**src/rtl/core/ccbmm_pkg.sv**
```systemverilog
// shared types and constants of the cpu bus memory map unit
`timescale 1ns / 1ps

package ccbmm_pkg;

  // bus operation codes
  localparam logic [2:0] OP_RD_BYTE = 3'd0;
  localparam logic [2:0] OP_WR_BYTE = 3'd1;
  localparam logic [2:0] OP_RD_WORD = 3'd2;
  localparam logic [2:0] OP_WR_WORD = 3'd3;
  localparam logic [2:0] OP_RD_PAGE = 3'd4;
  localparam logic [2:0] OP_WR_PAGE = 3'd5;

  // field widths
  localparam int OP_W   = 3;
  localparam int ADDR_W = 16;
  localparam int DATA_W = 16;

  // ram window is the bottom 8 KB of the bus
  localparam int RAM_WIN_W = 13;

  // byte returned by every unmapped address
  localparam logic [7:0] UNMAPPED_BYTE = 8'hFF;

  // default work ram depth in bytes
  localparam int RAM_DEPTH_DEF = 2048;

  // controller to datapath commands
  typedef struct packed {
    logic load;      // capture the accepted transfer
    logic mem_en;    // perform one ram byte access
    logic sel_hi;    // access the high byte address
    logic lat_lo;    // hold the low byte of a word read
    logic res_load;  // load the output register
  } ctrl_cmd_t;

  // datapath to controller status
  typedef struct packed {
    logic legal;  // opcode is a defined operation
    logic word;   // two byte operation
    logic write;  // store operation
  } dp_status_t;

endpackage

```
**src/rtl/core/ccbmm_ctrl.sv**
```systemverilog
// controller state machine that sequences ram byte accesses and the result
`timescale 1ns / 1ps

module ccbmm_ctrl
  import ccbmm_pkg::*;
(
  input  logic       clk_i,
  input  logic       rst_ni,
  input  logic       in_valid_i,
  output logic       in_stall_o,
  output logic       out_valid_o,
  input  logic       out_stall_i,
  input  dp_status_t status_i,
  output ctrl_cmd_t  cmd_o
);

  localparam logic [1:0] ST_IDLE = 2'd0;
  localparam logic [1:0] ST_LO   = 2'd1;
  localparam logic [1:0] ST_HI   = 2'd2;
  localparam logic [1:0] ST_FIN  = 2'd3;

  logic [1:0] state_q, state_d;
  logic       out_valid_q, out_valid_d;
  logic       res_free;

  // the output register can take a new result
  assign res_free = !out_valid_q || !out_stall_i;

  // next state and commands
  always_comb begin
    state_d    = state_q;
    cmd_o      = '0;
    in_stall_o = 1'b1;
    case (state_q)
      ST_IDLE: begin
        in_stall_o = 1'b0;
        if (in_valid_i) begin
          cmd_o.load = 1'b1;
          state_d    = ST_LO;
        end
      end
      ST_LO: begin
        if (!status_i.legal) begin
          state_d = ST_IDLE;
        end else begin
          cmd_o.mem_en = 1'b1;
          if (status_i.word) begin
            state_d = ST_HI;
          end else if (status_i.write) begin
            state_d = ST_IDLE;
          end else begin
            state_d = ST_FIN;
          end
        end
      end
      ST_HI: begin
        cmd_o.mem_en = 1'b1;
        cmd_o.sel_hi = 1'b1;
        cmd_o.lat_lo = !status_i.write;
        state_d      = status_i.write ? ST_IDLE : ST_FIN;
      end
      ST_FIN: begin
        if (res_free) begin
          cmd_o.res_load = 1'b1;
          state_d        = ST_IDLE;
        end
      end
      default: begin
        state_d = ST_IDLE;
      end
    endcase
  end

  // output valid: set on a new result, cleared by a transfer
  always_comb begin
    out_valid_d = out_valid_q;
    if (out_valid_q && !out_stall_i) begin
      out_valid_d = 1'b0;
    end
    if (cmd_o.res_load) begin
      out_valid_d = 1'b1;
    end
  end

  // control registers
  always_ff @(posedge clk_i or negedge rst_ni) begin
    if (!rst_ni) begin
      state_q     <= ST_IDLE;
      out_valid_q <= 1'b0;
    end else begin
      state_q     <= state_d;
      out_valid_q <= out_valid_d;
    end
  end

  assign out_valid_o = out_valid_q;

endmodule

```
**config.mk**
```make
export PLATFORM = sky130hd
export DESIGN_NAME = ccbmm_ctrl
export DESIGN_NICKNAME = d
export VERILOG_FILES = /design/src/rtl/core/ccbmm_pkg.sv /design/src/rtl/core/ccbmm_ctrl.sv
export SDC_FILE = /design/constraint.sdc
export NUM_CORES = 1
export LEC_CHECK = 0
export ABC_AREA = 1
export BUFFER_PORTS_ARGS = -buffer_cell sky130_fd_sc_hd__buf_2
export CORE_AREA = 2 2 39 41
export DETAILED_ROUTE_END_ITERATION = 10
export DIE_AREA = 0 0 41 43
export GPL_TIMING_DRIVEN = 1
export PLACE_DENSITY = 0.47
export SLEW_MARGIN = 10
export SYNTH_ARGS = -nofsm -noshare
export SYNTH_HDL_FRONTEND = slang
export SYNTH_SLANG_ARGS = --single-unit
```
**constraint.sdc**
```tcl
create_clock -name clk_i -period 1.2 [get_ports clk_i]
set_input_delay 0.24 -clock clk_i [delete_from_list [all_inputs] [get_ports clk_i]]
set_output_delay 0.24 -clock clk_i [all_outputs]
set_load 0.05 [all_outputs]
```
==> run summary <==
outcome = finished, violations left
failing checks = setup timing
Hold Violations, Final = 0
Synth Area in XOR/XNOR = 0%
CTS H-tree depth = 1
final instance area = 596 µm²
Slew HR = 83.6%
endpoint type of the worst setup path = output port
worst-case reg-to-reg path depth = 8
first-pass GRT wire length = 1.10 mm
share of total power in the clock network = 11.6%
largest net degree at the start of global routing = 5
Synth Instances = 42
FF+latch count, synth = 3
CTS tree = built
Global Route Usage Sum = 8.94%
top-level I/O count = 14
fin crit period = 1.53 ns
Synth Flop Type = dfrtp_1
top cells by count, synth = nand2_1 (12), inv_1 (10), ha_1 (5)
Leak = 0.314 nW
GRT overflow = 0
CP Data Arrival Time = 1.29 ns
die area = 0.00176 mm²
1st-iter DRT viols = 5
vias in the first global route = 308
most frequent cell after synthesis = nand2_1
Starting Density = 21.1%
Synth Net Count = 54
Min-Delay Endpoint = out_valid_o
internal reg-to-reg setup slack = -0.03 ns
total of max-cap violations = 0
Reg2Reg Capture Point = state_q[1]
PortBufs = 13
EDFF count, synth = 0
worst vdd ir = 0.742 mV
vias per cell = 3.93
drt pass-1 iters = 2
final WL = 688 µm
net switching power = 0.735 mW
worst hold path depth = 3
Final period util = 127%
final setup fails = 8
Bufs and invs on worst path = 2
DP HPWL = 564 µm
Synth Area in Simple Gates = 28.8%
Die Y = 43 µm
CP max FO = 3
Final ANT Viol Nets = 0
main combinational cell family by area after synthesis = simple AND/OR/NAND/NOR gates
sequential share of power = 13.7%
RSZ-0062 raised after global routing = yes
complex-gate fraction of the synthesized area = 7.30%
sequential area share after synthesis = 25.8%
Clock Pin Slew Worst Setup and Hold Paths = 0.04 ns
top post-synthesis cells by area = dfrtp_1 (26%), ha_1 (21%), nand2_1 (15%)
Final Worst Setup Slack = -0.328 ns
via count = 334
routability cong. = 0.690
Area growth syn-to-layout = 104%
share of layout cells above drive strength 1 = 71.0%
max incr delay on CP = 0.39 ns
CTS buffer count = 3
Clock Tree Buf Depth = 2
synthesized cell area = 292 µm²
Cell variety after synth = 13
Syn Area/Cell = 6.94 µm²
placed instance area = 473 µm²
Worst Hold Class = in -> reg
share of the synthesized area in the top cell type = 25.8%
WP data required = 0.96 ns
RR Startpoint = state_q[1]
hold slack = 0.255 ns
clock root buffer = clkbuf_4
Internal Power = 0.763 mW
Yosys warnings = 0
CP Launch Type = flop
critical path type = reg -> out
CTS Sinks = 3
Adder-Cell Fraction of Synth Area = 21.5%
row count = 14
P per Cell Area = 2510 mW/mm²
FFs w/ async S/R, synth = 100%
Clk Latency, worst-skew pair = 0.23 ns
final net count = 82
Comb pwr share = 74.7%
crit path cell chain = buf_4 -> ha_4 -> o21a_4 -> buf_8
sw frac = 49.1%
mux contribution to synthesized area = 0%
DRC Markers = 0
Slew Limit Fails = 0
Fmax = 654 MHz
WL/cell = 8.09 µm
core area = 0.00138 mm²
chip width = 41 µm
min-delay src = out_stall_i
slowest cell on the critical path = dfrtp_1
Worst Skew = 0.000487 ns
initial antenna violation count = 0
ant diodes = 0
Yosys top cell by area = dfrtp_1
actual slew at the worst max-slew pin = 0.247 ns
cell family with most CP delay = flip-flops
==> power by group through the flow <==
stage,sequential (mW),clock (mW),combinational [mW]
2_1_floorplan,0.242,0,0.614
3_3_place_gp,0.192,0,0.906
3_5_place_dp,0.194,0,0.912
4_1_cts,0.203,0.181,1.03
5_1_grt,0.213,0.189,1.21
6_report,0.205,0.174,1.12
==> logic make-up after synthesis <==
family,Yosys count
and+or+nand+nor,19
buffers and inverters,12
adders and majority gates,5
AOI/OAI and AO/OA,3
DFF,3
==> tightest hold or removal path, cell delays in order <==
cell,delay [ns]
buf_2,0.11
nand2_1,0.05
nand2_1,0.05
==> layout make-up <==
cell class,count,area [µm²]
Inverter,11,48.8
Timing Repair Buffer,24,180
Fill cell,145,788
Sequential cell,3,77.6
Multi-Input combinational cell,27,243
Clock buffer,4,26.3
Tap cell,16,20.0
==> placed cells by master (no fill, tap or decap), types with 2 or more instances in the layout <==
cell type,count
nand2_2,5
nand2_4,2
buf_6,2
dfrtp_2,2
clkbuf_4,3
buf_4,13
clkinvlp_4,2
nand3_2,2
nor2_1,3
buf_2,7
inv_2,4
ha_4,3
inv_1,5
nand2_1,7
==> through the flow <==
stage	instances	power (mW)	setup WS, ns	util [%]	TNS [ns]
6_report	85	1.50	-0.328	43.0	-1.54
4_1_cts	84	1.42	-0.349	40.3	-1.81
5_1_grt	85	1.61	-0.371	43.0	-2.02
3_3_place_gp	78	1.10	-0.151	34.2	-0.488
2_1_floorplan	42	0.856	-0.0571	-	-0.223
3_5_place_dp	78	1.11	-0.163	34.2	-0.634
==> worst max-delay path by stage <==
stage,start,to,cells past startpoint
2_1_floorplan,state_q[1],in_stall_o,3
5_1_grt,state_q[1],cmd_o[3],6
3_3_place_gp,state_q[1],cmd_o[3],6
6_report,state_q[1],cmd_o[3],4
3_5_place_dp,state_q[0],cmd_o[3],4
4_1_cts,state_q[0],cmd_o[4],5
==> timing repair <==
item / 4_1_cts / 5_1_grt
setup buffers: 1 / 2
resized for setup: 12 / 7
pin swaps: 2 / 5
setup endpoints to repair: 8 / 8
hold buffers: 1 / 0
hold endpoints to repair: 3 / 0
==> per-layer routing <==
metal | GRT usage [%] | wire, µm | part of all wire, % | vias up
li1 | - | - | - | 175
met1 | 9.68 | 291 | 42 | 151
met2 | 14.7 | 368 | 53 | 8
met3 | 4.71 | 28 | 4.1 | 0
met4 | 2.00 | 0 | 0 | 0
met5 | 0 | 0 | 0 | -
==> state kept, by name, indices dropped and copies added, names as in the netlist <==
signal,count
state_q,2
out_valid_o,1
(Power assumes the default switching activity.)
